[src/hdl/fpc_pkg.sv]
`timescale 1ns / 1ps
// ---------------------------------------------------------------------------
// fpc_pkg
// Types and constants for the force PI controller.
// ---------------------------------------------------------------------------
package fpc_pkg;
	localparam int DW = 32;
	localparam int FB = 16;
	localparam int PERIOD_FRAC = 24;
	localparam int CFG_IDX_W = 2;
	localparam int CFG_DATA_W = 31;
	localparam logic [CFG_IDX_W-1:0] REG_PERIOD = 2'd0;
	localparam logic [CFG_IDX_W-1:0] REG_KP = 2'd1;
	localparam logic [CFG_IDX_W-1:0] REG_KI = 2'd2;
	localparam logic [23:0] PERIOD_RST = 24'd83886;
	localparam logic [30:0] KP_RST = 31'd24248320;
	localparam logic [30:0] KI_RST = 31'd229376;
	localparam logic signed [17:0] C_A2N = 18'sd61787;
	localparam logic signed [17:0] C_A3N = -18'sd21843;
	localparam logic signed [17:0] C_B1 = 18'sd6396;
	localparam logic signed [17:0] C_B2 = 18'sd12799;

	typedef struct packed {
		logic signed [DW-1:0] measured_position;
		logic signed [DW-1:0] measured_force;
		logic signed [DW-1:0] position_target;
		logic signed [DW-1:0] force_target;
		logic restart;
	} in_t;

	typedef struct packed {
		logic signed [DW-1:0] position_command;
		logic signed [DW-1:0] force_command;
		logic signed [DW-1:0] velocity_command;
		logic signed [DW-1:0] relative_error;
		logic divide_by_zero;
	} out_t;

	typedef struct packed {
		logic start;
		logic signed [64:0] num;
		logic signed [33:0] den;
	} div_req_t;

	typedef struct packed {
		logic busy;
		logic signed [63:0] quo;
	} div_rsp_t;
endpackage

[src/hdl/fpc_div.sv]
`timescale 1ns / 1ps
// ---------------------------------------------------------------------------
// fpc_div
// Radix-2 restoring divider, signed, truncating toward zero.
// ---------------------------------------------------------------------------
module fpc_div
	import fpc_pkg::*;
(
	input  logic     clk,
	input  logic     arst_n,
	input  div_req_t req,
	output div_rsp_t rsp
);
	logic [64:0] q_q;
	logic [34:0] r_q;
	logic [33:0] d_q;
	logic        neg_q;
	logic [6:0]  cnt_q;
	logic        busy_q;
	logic [34:0] trial;
	logic [35:0] diff;

	assign trial = {r_q[33:0], q_q[64]};
	assign diff = {1'b0, trial} - {2'b0, d_q};

	always_ff @(posedge clk or negedge arst_n) begin
		if (!arst_n) begin
			busy_q <= 1'b0;
			cnt_q <= '0;
		end else if (req.start) begin
			busy_q <= 1'b1;
			cnt_q <= 7'd65;
		end else if (busy_q) begin
			cnt_q <= cnt_q - 7'd1;
			if (cnt_q == 7'd1) busy_q <= 1'b0;
		end
	end

	always_ff @(posedge clk) begin
		if (req.start) begin
			q_q <= req.num[64] ? -req.num : req.num;
			d_q <= req.den[33] ? -req.den : req.den;
			r_q <= '0;
			neg_q <= req.num[64] ^ req.den[33];
		end else if (busy_q) begin
			if (!diff[35]) begin
				r_q <= diff[34:0];
				q_q <= {q_q[63:0], 1'b1};
			end else begin
				r_q <= trial;
				q_q <= {q_q[63:0], 1'b0};
			end
		end
	end

	assign rsp.busy = busy_q;
	assign rsp.quo = neg_q ? -q_q[63:0] : q_q[63:0];
endmodule

[config.mk]
export PLATFORM = sky130hd
export DESIGN_NAME = fpc_div
export DESIGN_NICKNAME = d
export VERILOG_FILES = /design/src/hdl/fpc_pkg.sv /design/src/hdl/fpc_div.sv
export SDC_FILE = /design/constraint.sdc
export NUM_CORES = 1
export LEC_CHECK = 0
export BUFFER_PORTS_ARGS = -buffer_cell sky130_fd_sc_hd__buf_2
export CAP_MARGIN = 15
export CORE_MARGIN = 4
export CORE_UTILIZATION = 42
export CTS_BUF_LIST = sky130_fd_sc_hd__clkbuf_4
export CTS_CLUSTER_DIAMETER = 150
export DETAILED_ROUTE_END_ITERATION = 16
export PLACE_DENSITY_LB_ADDON = 0.08
export SLEW_MARGIN = 20
export SYNTH_ARGS = -nofsm -noshare
export SYNTH_HDL_FRONTEND = slang
export SYNTH_SLANG_ARGS = --single-unit
[constraint.sdc]
create_clock -name clk -period 5.1 [get_ports clk]
set_input_delay 0.255 -clock clk [delete_from_list [all_inputs] [get_ports clk]]
set_output_delay 0.255 -clock clk [all_outputs]
set_load 0.05 [all_outputs]
# Word-level counts from Yosys, hierarchy flattened

Index checks and enable logic that the tools add are counted.

Output and inout port bits: 65
Register bits: 142

Equal/unequal tests: 1
Reductions and logical operators: 1
Add/sub/neg operators: 5
Bitwise gates (word level): 1
Mux-type cells: 12

Operators with widths:

| operator              | number |
|---|---|
| $mux W65              | 3 |
| $neg A65 Y65          | 1 |
| $mux W64              | 1 |
| $neg A64 Y64          | 1 |
| $sub A35 B34 Y36      | 1 |
| $mux W34              | 1 |
| $neg A34 Y34          | 1 |
| $mux W33              | 1 |
| $mux W7               | 2 |
| $eq A7 B1 Y1 const B  | 1 |
| $sub A7 B1 Y7 const B | 1 |
| $mux W1               | 4 |
| $reduce_bool A2 Y1    | 1 |
| $xor A1 B1 Y1         | 1 |

# Logic depth before layout (Yosys ltp)

Gate-level depths: netlist of the first run.

Depth in word-level cells: 4
Gate-level depth with buffers: 14
Depth with buffers taken out: 13

# Worst setup path before layout of the first run

No wires, ideal clock.

Path type: register to output
Start point: register q_q[39]
End point: output port rsp[56] in the netlist's numbering
Cell stages (with the launch flop): 10
Slack: 1.098 ns
Arrival: 3.747 ns
Path buffers: 0
Path through: edfxtp_1 > or4_4 > or3_4 > or3_4 > or4_4 > nor3_2 > or3b_1 > or4_4 > o41ai_4 > xnor2_1

RTL lines:

| what                   | line          | text |
|---|---|---|
| start, declared        | fpc_div.sv:14 | `logic [64:0] q_q;` |
| start signal, assigned | fpc_div.sv:41 | `q_q <= req.num[64] ? -req.num : req.num;` |
| start signal, assigned | fpc_div.sv:48 | `q_q <= {q_q[63:0], 1'b1};` |
| start signal, assigned | fpc_div.sv:51 | `q_q <= {q_q[63:0], 1'b0};` |
| end, declared          | fpc_div.sv:12 | `output div_rsp_t rsp` |

==> results of run 1 <==
[worst max-delay path, stage by stage (launching register included)]
cell and delay [ns]:
sky130_fd_sc_hd__edfxtp_1 0.47, sky130_fd_sc_hd__or3_4 0.41, sky130_fd_sc_hd__or4_1 0.53, sky130_fd_sc_hd__or4_4 0.49
sky130_fd_sc_hd__or3_1 0.47, sky130_fd_sc_hd__or4_1 0.46, sky130_fd_sc_hd__or3_4 0.40, sky130_fd_sc_hd__o41ai_2 0.25
sky130_fd_sc_hd__xnor2_1 0.15, sky130_fd_sc_hd__buf_2 0.28
[final timing paths]
path                               from        to  slack, ns  cells after the start
worst max-delay path             q_q[4]   rsp[63]       0.39                      9
worst min-delay path            req[31]   d_q[31]       0.04                      2
worst max register to register   d_q[1]   r_q[26]       1.74                     12
worst min register to register  r_q[19]   r_q[19]       0.49                      2
max in group asynchronous        arst_n    busy_q       4.82                      2
min in group asynchronous        arst_n  cnt_q[5]       0.08                      2
[per-layer routing]
metal	GRT usage, %	vias up	part of all wire (%)
met5	0	-	0
met4	4.48	0	1.2
met3	3.12	18	4.8
met2	31.4	222	46
met1	25.9	4300	48
li1	-	4772	-
[power by group]
group          internal [mW]  switching [mW]
Combinational          0.712            1.38
Clock                  0.287           0.427
Sequential              1.49           0.215
[final cells by class]
| cell class | count | area [sq um] | area share (%) |
|---|---|---|---|
| inverter | 55 | 206 | 1.68 |
| timing repair buffer | 198 | 1140 | 9.28 |
| clock buffer | 18 | 135 | 1.10 |
| multi-input combinational | 963 | 6370 | 51.9 |
| clock inverter | 13 | 124 | 1.01 |
| antenna | 3 | 7.51 | 0.0611 |
| sequential | 142 | 3880 | 31.6 |
| tap | 330 | 413 | 3.36 |
[flip-flops by register name, summed over array words and instances (netlist names)]
register	count
neg_q	1
r_q	34
d_q	34
busy_q	1
cnt_q	7
q_q	65
[placed cells by master (no fill, tap or decap), types with 13 or more instances in the layout]
| master | n |
|---|---|
| sky130_fd_sc_hd__o21ai_1 | 13 |
| sky130_fd_sc_hd__xnor2_1 | 109 |
| sky130_fd_sc_hd__nor2_1 | 113 |
| sky130_fd_sc_hd__o21ai_0 | 66 |
| sky130_fd_sc_hd__nand2_1 | 112 |
| sky130_fd_sc_hd__inv_1 | 54 |
| sky130_fd_sc_hd__ha_1 | 39 |
| sky130_fd_sc_hd__nand3_1 | 21 |
| sky130_fd_sc_hd__xor2_1 | 79 |
| sky130_fd_sc_hd__a21oi_1 | 105 |
| sky130_fd_sc_hd__dlygate4sd3_1 | 24 |
| sky130_fd_sc_hd__or3_1 | 21 |
| sky130_fd_sc_hd__o41ai_1 | 19 |
| sky130_fd_sc_hd__clkbuf_4 | 18 |
| sky130_fd_sc_hd__o31ai_1 | 47 |
| sky130_fd_sc_hd__or4_1 | 24 |
| sky130_fd_sc_hd__nand2b_1 | 21 |
| sky130_fd_sc_hd__dfxtp_1 | 34 |
| sky130_fd_sc_hd__a311oi_1 | 20 |
| sky130_fd_sc_hd__buf_2 | 164 |
| sky130_fd_sc_hd__edfxtp_1 | 100 |
[per-stage QoR]
step / hold slack, ns / instances
floorplan: -0.0406 / 1222
global placement: 0.123 / 1664
detailed placement: 0.117 / 1664
CTS: 0.00222 / 1718
global route: 0.00216 / 1722
finish: 0.0401 / 1722
[timing repair]
item                                    4_1_cts  5_1_grt
endpoints found under the setup margin        0        0
hold buffers                                 23        1
hold endpoints to repair                     31        1
[cell families after synthesis]
group	share of synthesized area, %
buffers and inverters	4.22
adders and majority gates	4.75
and+or+nand+nor	18.5
AOI/OAI and AO/OA	20.2
xor gates and xnor gates	15.4
muxes	0.655
DFF	36.3
==> run_results.csv, run 1 <==
group,metric,value,unit
sta,highest_achievable_clock_rate,0.212,GHz
placed_design,post-place-ws,0.950,ns
routing,vias,9312,
routing,detail_route.drc_violations,0,
sta,final.setup.worst_slack,0.392,ns
clock_network,postCtsResizedCells,0,
clock_network,clkSlewWorstSetupHoldPaths,0.12,ns
sta,finalWorstPathRequiredPeriod,4.71,ns
routing,first_iter_violations,600,
routing,post_detailed_route_wirelength_per_cell,15.8,um
floorplanning,dieHeight,168,um
logic_synthesis,post_synth_instance_area,10700,sq um
power_and_ir_drop,power.density_cell_area,367,nW/um^2
logic_synthesis,dominantRegCellSynth,"sky130_fd_sc_hd__edfxtp_1",
clock_network,cts_tree,"yes",
global_route,largest_net_degree_at_the_start_of_global_routing,99,
cells_and_area,synthToLayoutAreaGrowth,14.8,%
sta,rsz0062_at_grt,"false",
placed_design,hpwl,20200,um
floorplanning,die-area,28100,sq um
routing,drt_via_density,5.41,
logic_synthesis,most_numerous_cell_types_in_the_synthesized_netlist,"sky130_fd_sc_hd__nor2_1, sky130_fd_sc_hd__nand2_1, sky130_fd_sc_hd__xnor2_1",
clock_network,cts_setup_buffers,0,
cells_and_area,postLayoutCoreUtil,48.9,%
cells_and_area,design_area,12300,sq um
cells_and_area,num-nets-final,1519,
global_route,grt_pass1_wl,43900,um
clock_network,ctsHtreeMaxLevel,4,
global_route,gr-total-overflow,0,
worst_setup_path,worst-path-max-fanout,8,
floorplanning,chipWidth,168,um
sta,slew_headroom,37.7,%
floorplanning,floorplan.initialDensity,42.6,%
worst_setup_path,crit_path_end_kind,"output pin",
logic_synthesis,post_synthesis_instance_total,1222,
routing,totalWireLength,27300,um
logic_synthesis,netlist.area_leader.share,28.1,%
global_route,antenna_found_initial,3,
routing,route.antenna.remaining_nets,0,
logic_synthesis,ys.warnings.count,0,
floorplanning,io-pin-count,167,
sta,clock_skew,0.0278,ns
run,cap_viol_max_count,0,
floorplanning,fp-row-count,58,
cells_and_area,layout.filler_cells,2538,
sta,final.setup.tns,0,ns
logic_synthesis,yosysTopAreaCell,"sky130_fd_sc_hd__edfxtp_1",
global_route,number_of_global_route_vias_before_repair,8691,
placed_design,io_buffers,166,
power_and_ir_drop,static-leakage-power,4.74,nW
clock_network,clock_sinks,142,
logic_synthesis,syn-num-nets,1364,
logic_synthesis,yosys_register_bits,142,
worst_setup_path,cp-start-kind,"register",
power_and_ir_drop,vdd.ir_drop.worst,0.000180,V
clock_network,clock_tree.root_cell,"sky130_fd_sc_hd__clkbuf_4",
sta,fin_crit_sh,92.3,%
clock_network,clock_latency_reported_for_the_late_side_of_the_worst_skew_pair,0.56,ns
logic_synthesis,ys_async_sr_fraction,5.63,%
sta,setup-violations-final,0,
cells_and_area,post_route_cells_drive_above_1_share,16.6,%
worst_setup_path,crit_type,"register to output pin",
floorplanning,core_area,25100,sq um
clock_network,numCtsBuffers,17,
run_status,status,"complete, no violations",
sta,report.final.hold_viol_count,0,
worst_setup_path,timing.critical_path.required,4.85,ns
min_path,hold_path_class,"input port to register",
worst_setup_path,worst_ep_arrival_time,4.45,ns
global_route,globalRouteTotalUtil,18.9,%
power_and_ir_drop,totalPowerFinal,4.51,mW
placed_design,placement.cell_area,11800,sq um
logic_synthesis,yosysUniqueCellTypes,67,
logic_synthesis,ys_top_cells_by_area,"sky130_fd_sc_hd__edfxtp_1, sky130_fd_sc_hd__xnor2_1, sky130_fd_sc_hd__xor2_1",
sta,drv_slew,0,
logic_synthesis,synth.yosys.seq_area_share,36.3,%
sta,tightestPinTransition,0.935,ns
placed_design,place_congestion,0.876,
logic_synthesis,synth_most_common_cell,"sky130_fd_sc_hd__nor2_1",
clock_network,clockBufferDepth,2,
routing,detailedRoute.firstPassIterationCount,5,
logic_synthesis,postSynthAreaPerCell,8.75,sq um
logic_synthesis,synth_enable_flop_cells,100,
(Power assumes the default switching activity.)
==> inputs of run 2 (changes only) <==
Settings changed: BUFFER_PORTS_ARGS -buffer_cell sky130_fd_sc_hd__buf_2 to -buffer_cell sky130_fd_sc_hd__buf_4, CTS_BUF_LIST sky130_fd_sc_hd__clkbuf_4 to sky130_fd_sc_hd__clkbuf_16.
==> run 2 against run 1 <==
Effect of this change:
- hold slack improved by 0.0027 ns
- die area did not move
- via count fell by 1.4%
- cell count fell by 1.3%
- maximum frequency rose by 4.8%
- sequential power barely moved
- first-iteration DRC count rose by 19%
- clock skew fell by 0.019 ns
- utilization rose by 2.2 points
- largest power group unchanged
- highest routed layer is now met5
==> run_results.csv, run 2 (same netlist as run 1, synthesis figures left out) <==
group,metric,value,unit
global_route,number_of_global_route_vias_before_repair,8719,
placed_design,place_congestion,0.892,
worst_setup_path,worstPathCellList,"or3_4 > or4_1 > or4_4 > or3_1 > or4_1 > or3_4 > o41ai_2 > xnor2_1 > buf_4",
routing,totalWireLength,27100,um
cells_and_area,largestRegisters,"q_q x65, d_q x34, r_q x34",
worst_setup_path,crit_buf_inv,1,
floorplanning,core_area,25100,sq um
cells_and_area,synthToLayoutAreaGrowth,19.9,%
sta,drv_slew,0,
clock_network,clock_latency_reported_for_the_late_side_of_the_worst_skew_pair,0.41,ns
floorplanning,floorplan.initialDensity,42.6,%
power_and_ir_drop,static-leakage-power,4.97,nW
placed_design,post-place-ws,1.01,ns
worst_setup_path,cp_slowest_stage_delay,0.53,ns
worst_setup_path,cp-start-kind,"register",
clock_network,clock_tree.root_cell,"sky130_fd_sc_hd__clkbuf_16",
global_route,gr-total-overflow,0,
power_and_ir_drop,power.density_cell_area,408,nW/um^2
placed_design,io_buffers,166,
cells_and_area,layout.filler_cells,2453,
floorplanning,dieHeight,168,um
sta,finalWorstPathRequiredPeriod,4.49,ns
min_path,hold_path_class,"input port to register",
sta,clock_skew,0.00858,ns
global_route,largest_net_degree_at_the_start_of_global_routing,80,
sta,fin_crit_sh,88.1,%
routing,drt_via_density,5.40,
cells_and_area,post_route_cells_drive_above_1_share,16.8,%
worst_setup_path,cp_num_cells,9,
routing,vias,9180,
clock_network,clkSlewWorstSetupHoldPaths,0.06,ns
worst_setup_path,reg2reg_depth,12,
sta,report.final.hold_viol_count,0,
cells_and_area,mostFrequentLayoutCells,"sky130_fd_sc_hd__buf_4, sky130_fd_sc_hd__nor2_1, sky130_fd_sc_hd__nand2_1",
run_status,status,"complete, no violations",
floorplanning,die-area,28100,sq um
cells_and_area,leading_cell_type_in_the_layout_fill_and_taps_excluded,"sky130_fd_sc_hd__buf_4",
clock_network,postCtsResizedCells,0,
sta,rsz0062_at_grt,"false",
sta,highest_achievable_clock_rate,0.223,GHz
worst_setup_path,slowest_stage,"sky130_fd_sc_hd__or4_1",
floorplanning,io-pin-count,167,
cells_and_area,max_flop_register,"q_q",
clock_network,cts_setup_buffers,0,
worst_setup_path,critical_path.reg2reg.startpoint,"d_q[8]",
routing,detail_route.drc_violations,0,
cells_and_area,postLayoutCoreUtil,51.1,%
cells_and_area,largest_register_ffs,65,
global_route,globalRouteTotalUtil,18.9,%
cells_and_area,num-nets-final,1497,
worst_setup_path,crit_path_end_kind,"output pin",
worst_setup_path,worst_ep_arrival_time,4.24,ns
run,cap_viol_max_count,0,
sta,setup-violations-final,0,
worst_setup_path,rrSetupSlack,1.69,ns
floorplanning,chipWidth,168,um
worst_setup_path,beginning_of_the_critical_path,"q_q[5]",
placed_design,hpwl,20400,um
clock_network,cts_tree,"yes",
clock_network,holdBufCountCts,1,
worst_setup_path,timing.critical_path.required,4.85,ns
floorplanning,fp-row-count,58,
power_and_ir_drop,vdd.ir_drop.worst,0.000203,V
clock_network,ctsHtreeMaxLevel,4,
routing,post_detailed_route_wirelength_per_cell,15.9,um
routing,detailedRoute.firstPassIterationCount,6,
global_route,grt_pass1_wl,43900,um
worst_setup_path,crit_type,"register to output pin",
sta,final.setup.worst_slack,0.607,ns
sta,tightestPinTransition,0.858,ns
clock_network,clock_sinks,142,
sta,final.setup.tns,0,ns
worst_setup_path,crit-reg2reg-capture,"r_q[22]",
routing,route.antenna.remaining_nets,0,
sta,slew_headroom,42.8,%
clock_network,clockBufferDepth,2,
worst_setup_path,worst_path_dominant_cell_family,"simple AND/OR/NAND/NOR gates",
worst_setup_path,worst-path-max-fanout,8,
clock_network,numCtsBuffers,17,
routing,first_iter_violations,714,
worst_setup_path,worst_setup_path_endpoint,"rsp[63]",
global_route,antenna_found_initial,3,
-- run 2: cell types whose count changed in the layout (fill, tap and decap cells not counted) --
cell	before	now
sky130_fd_sc_hd__dlygate4sd3_1	24	1
sky130_fd_sc_hd__buf_4	9	174
sky130_fd_sc_hd__inv_1	54	56
sky130_fd_sc_hd__diode_2	3	2
sky130_fd_sc_hd__clkinvlp_4	2	0
sky130_fd_sc_hd__clkbuf_16	0	17
sky130_fd_sc_hd__clkinv_2	4	3
sky130_fd_sc_hd__buf_2	164	0
sky130_fd_sc_hd__clkbuf_4	18	0
sky130_fd_sc_hd__bufinv_16	2	5
-- run 2: per-stage QoR --
| stage | instances | area, sq um | power [mW] | hold slack, ns |
|---|---|---|---|---|
| final | 1700 | 12800 | 5.24 | 0.0428 |
| after global routing | 1700 | 12800 | 5.56 | 0.0265 |
| after CTS | 1698 | 12800 | 5.27 | 0.0285 |
| after detailed placement | 1665 | 12200 | 3.93 | 0.0792 |
| after global placement | 1665 | 12200 | 3.91 | 0.0806 |
| after floorplan | 1222 | 10700 | 3.31 | -0.0406 |
-- run 2: cell type report --
cell class | count | area (sq um) | area share (%)
clock buffer | 17 | 425 | 3.32
clock inverter | 15 | 201 | 1.57
antenna | 2 | 5.00 | 0.0390
multi-input combinational | 963 | 6370 | 49.6
inverter | 55 | 206 | 1.61
sequential | 142 | 3880 | 30.3
tap | 330 | 413 | 3.22
timing repair buffer | 176 | 1330 | 10.3
-- run 2: worst min path at each step --
stage | start | to | depth (start not counted)
2_1_floorplan | arst_n | busy_q | 0
3_3_place_gp | arst_n | cnt_q[3] | 1
3_5_place_dp | arst_n | cnt_q[3] | 1
4_1_cts | req[0] | d_q[0] | 1
5_1_grt | req[0] | d_q[0] | 1
6_report | req[0] | d_q[0] | 1
-- run 2: power breakdown --
part	leakage (nW)	switching, mW	internal (mW)
logic	3.28	1.39	0.809
registers	1.37	0.216	1.50
clock network	0.316	0.475	0.859
-- run 2: layer usage --
metal	vias up	part of all wire, %	wire length, um	global-route usage [%]
met1	4202	47	12700	26.1
met3	22	5.0	1370	2.79
met2	229	46	12600	31.0
met4	2	1.5	408	5.26
met5	-	0.048	13	0
li1	4725	-	-	-
-- run 2: worst register-to-register path: stages, from the launching register on --
cell                       delay [ns]
sky130_fd_sc_hd__edfxtp_1        0.32
sky130_fd_sc_hd__inv_1           0.04
sky130_fd_sc_hd__ha_1            0.39
sky130_fd_sc_hd__nand4_1         0.16
sky130_fd_sc_hd__o21bai_1        0.18
sky130_fd_sc_hd__a21oi_1         0.30
sky130_fd_sc_hd__nor2_1          0.09
sky130_fd_sc_hd__o21ai_1         0.38
sky130_fd_sc_hd__a21oi_1         0.28
sky130_fd_sc_hd__a22oi_2         0.21
sky130_fd_sc_hd__buf_4           0.39
sky130_fd_sc_hd__and2_1          0.39
sky130_fd_sc_hd__a211oi_1        0.13
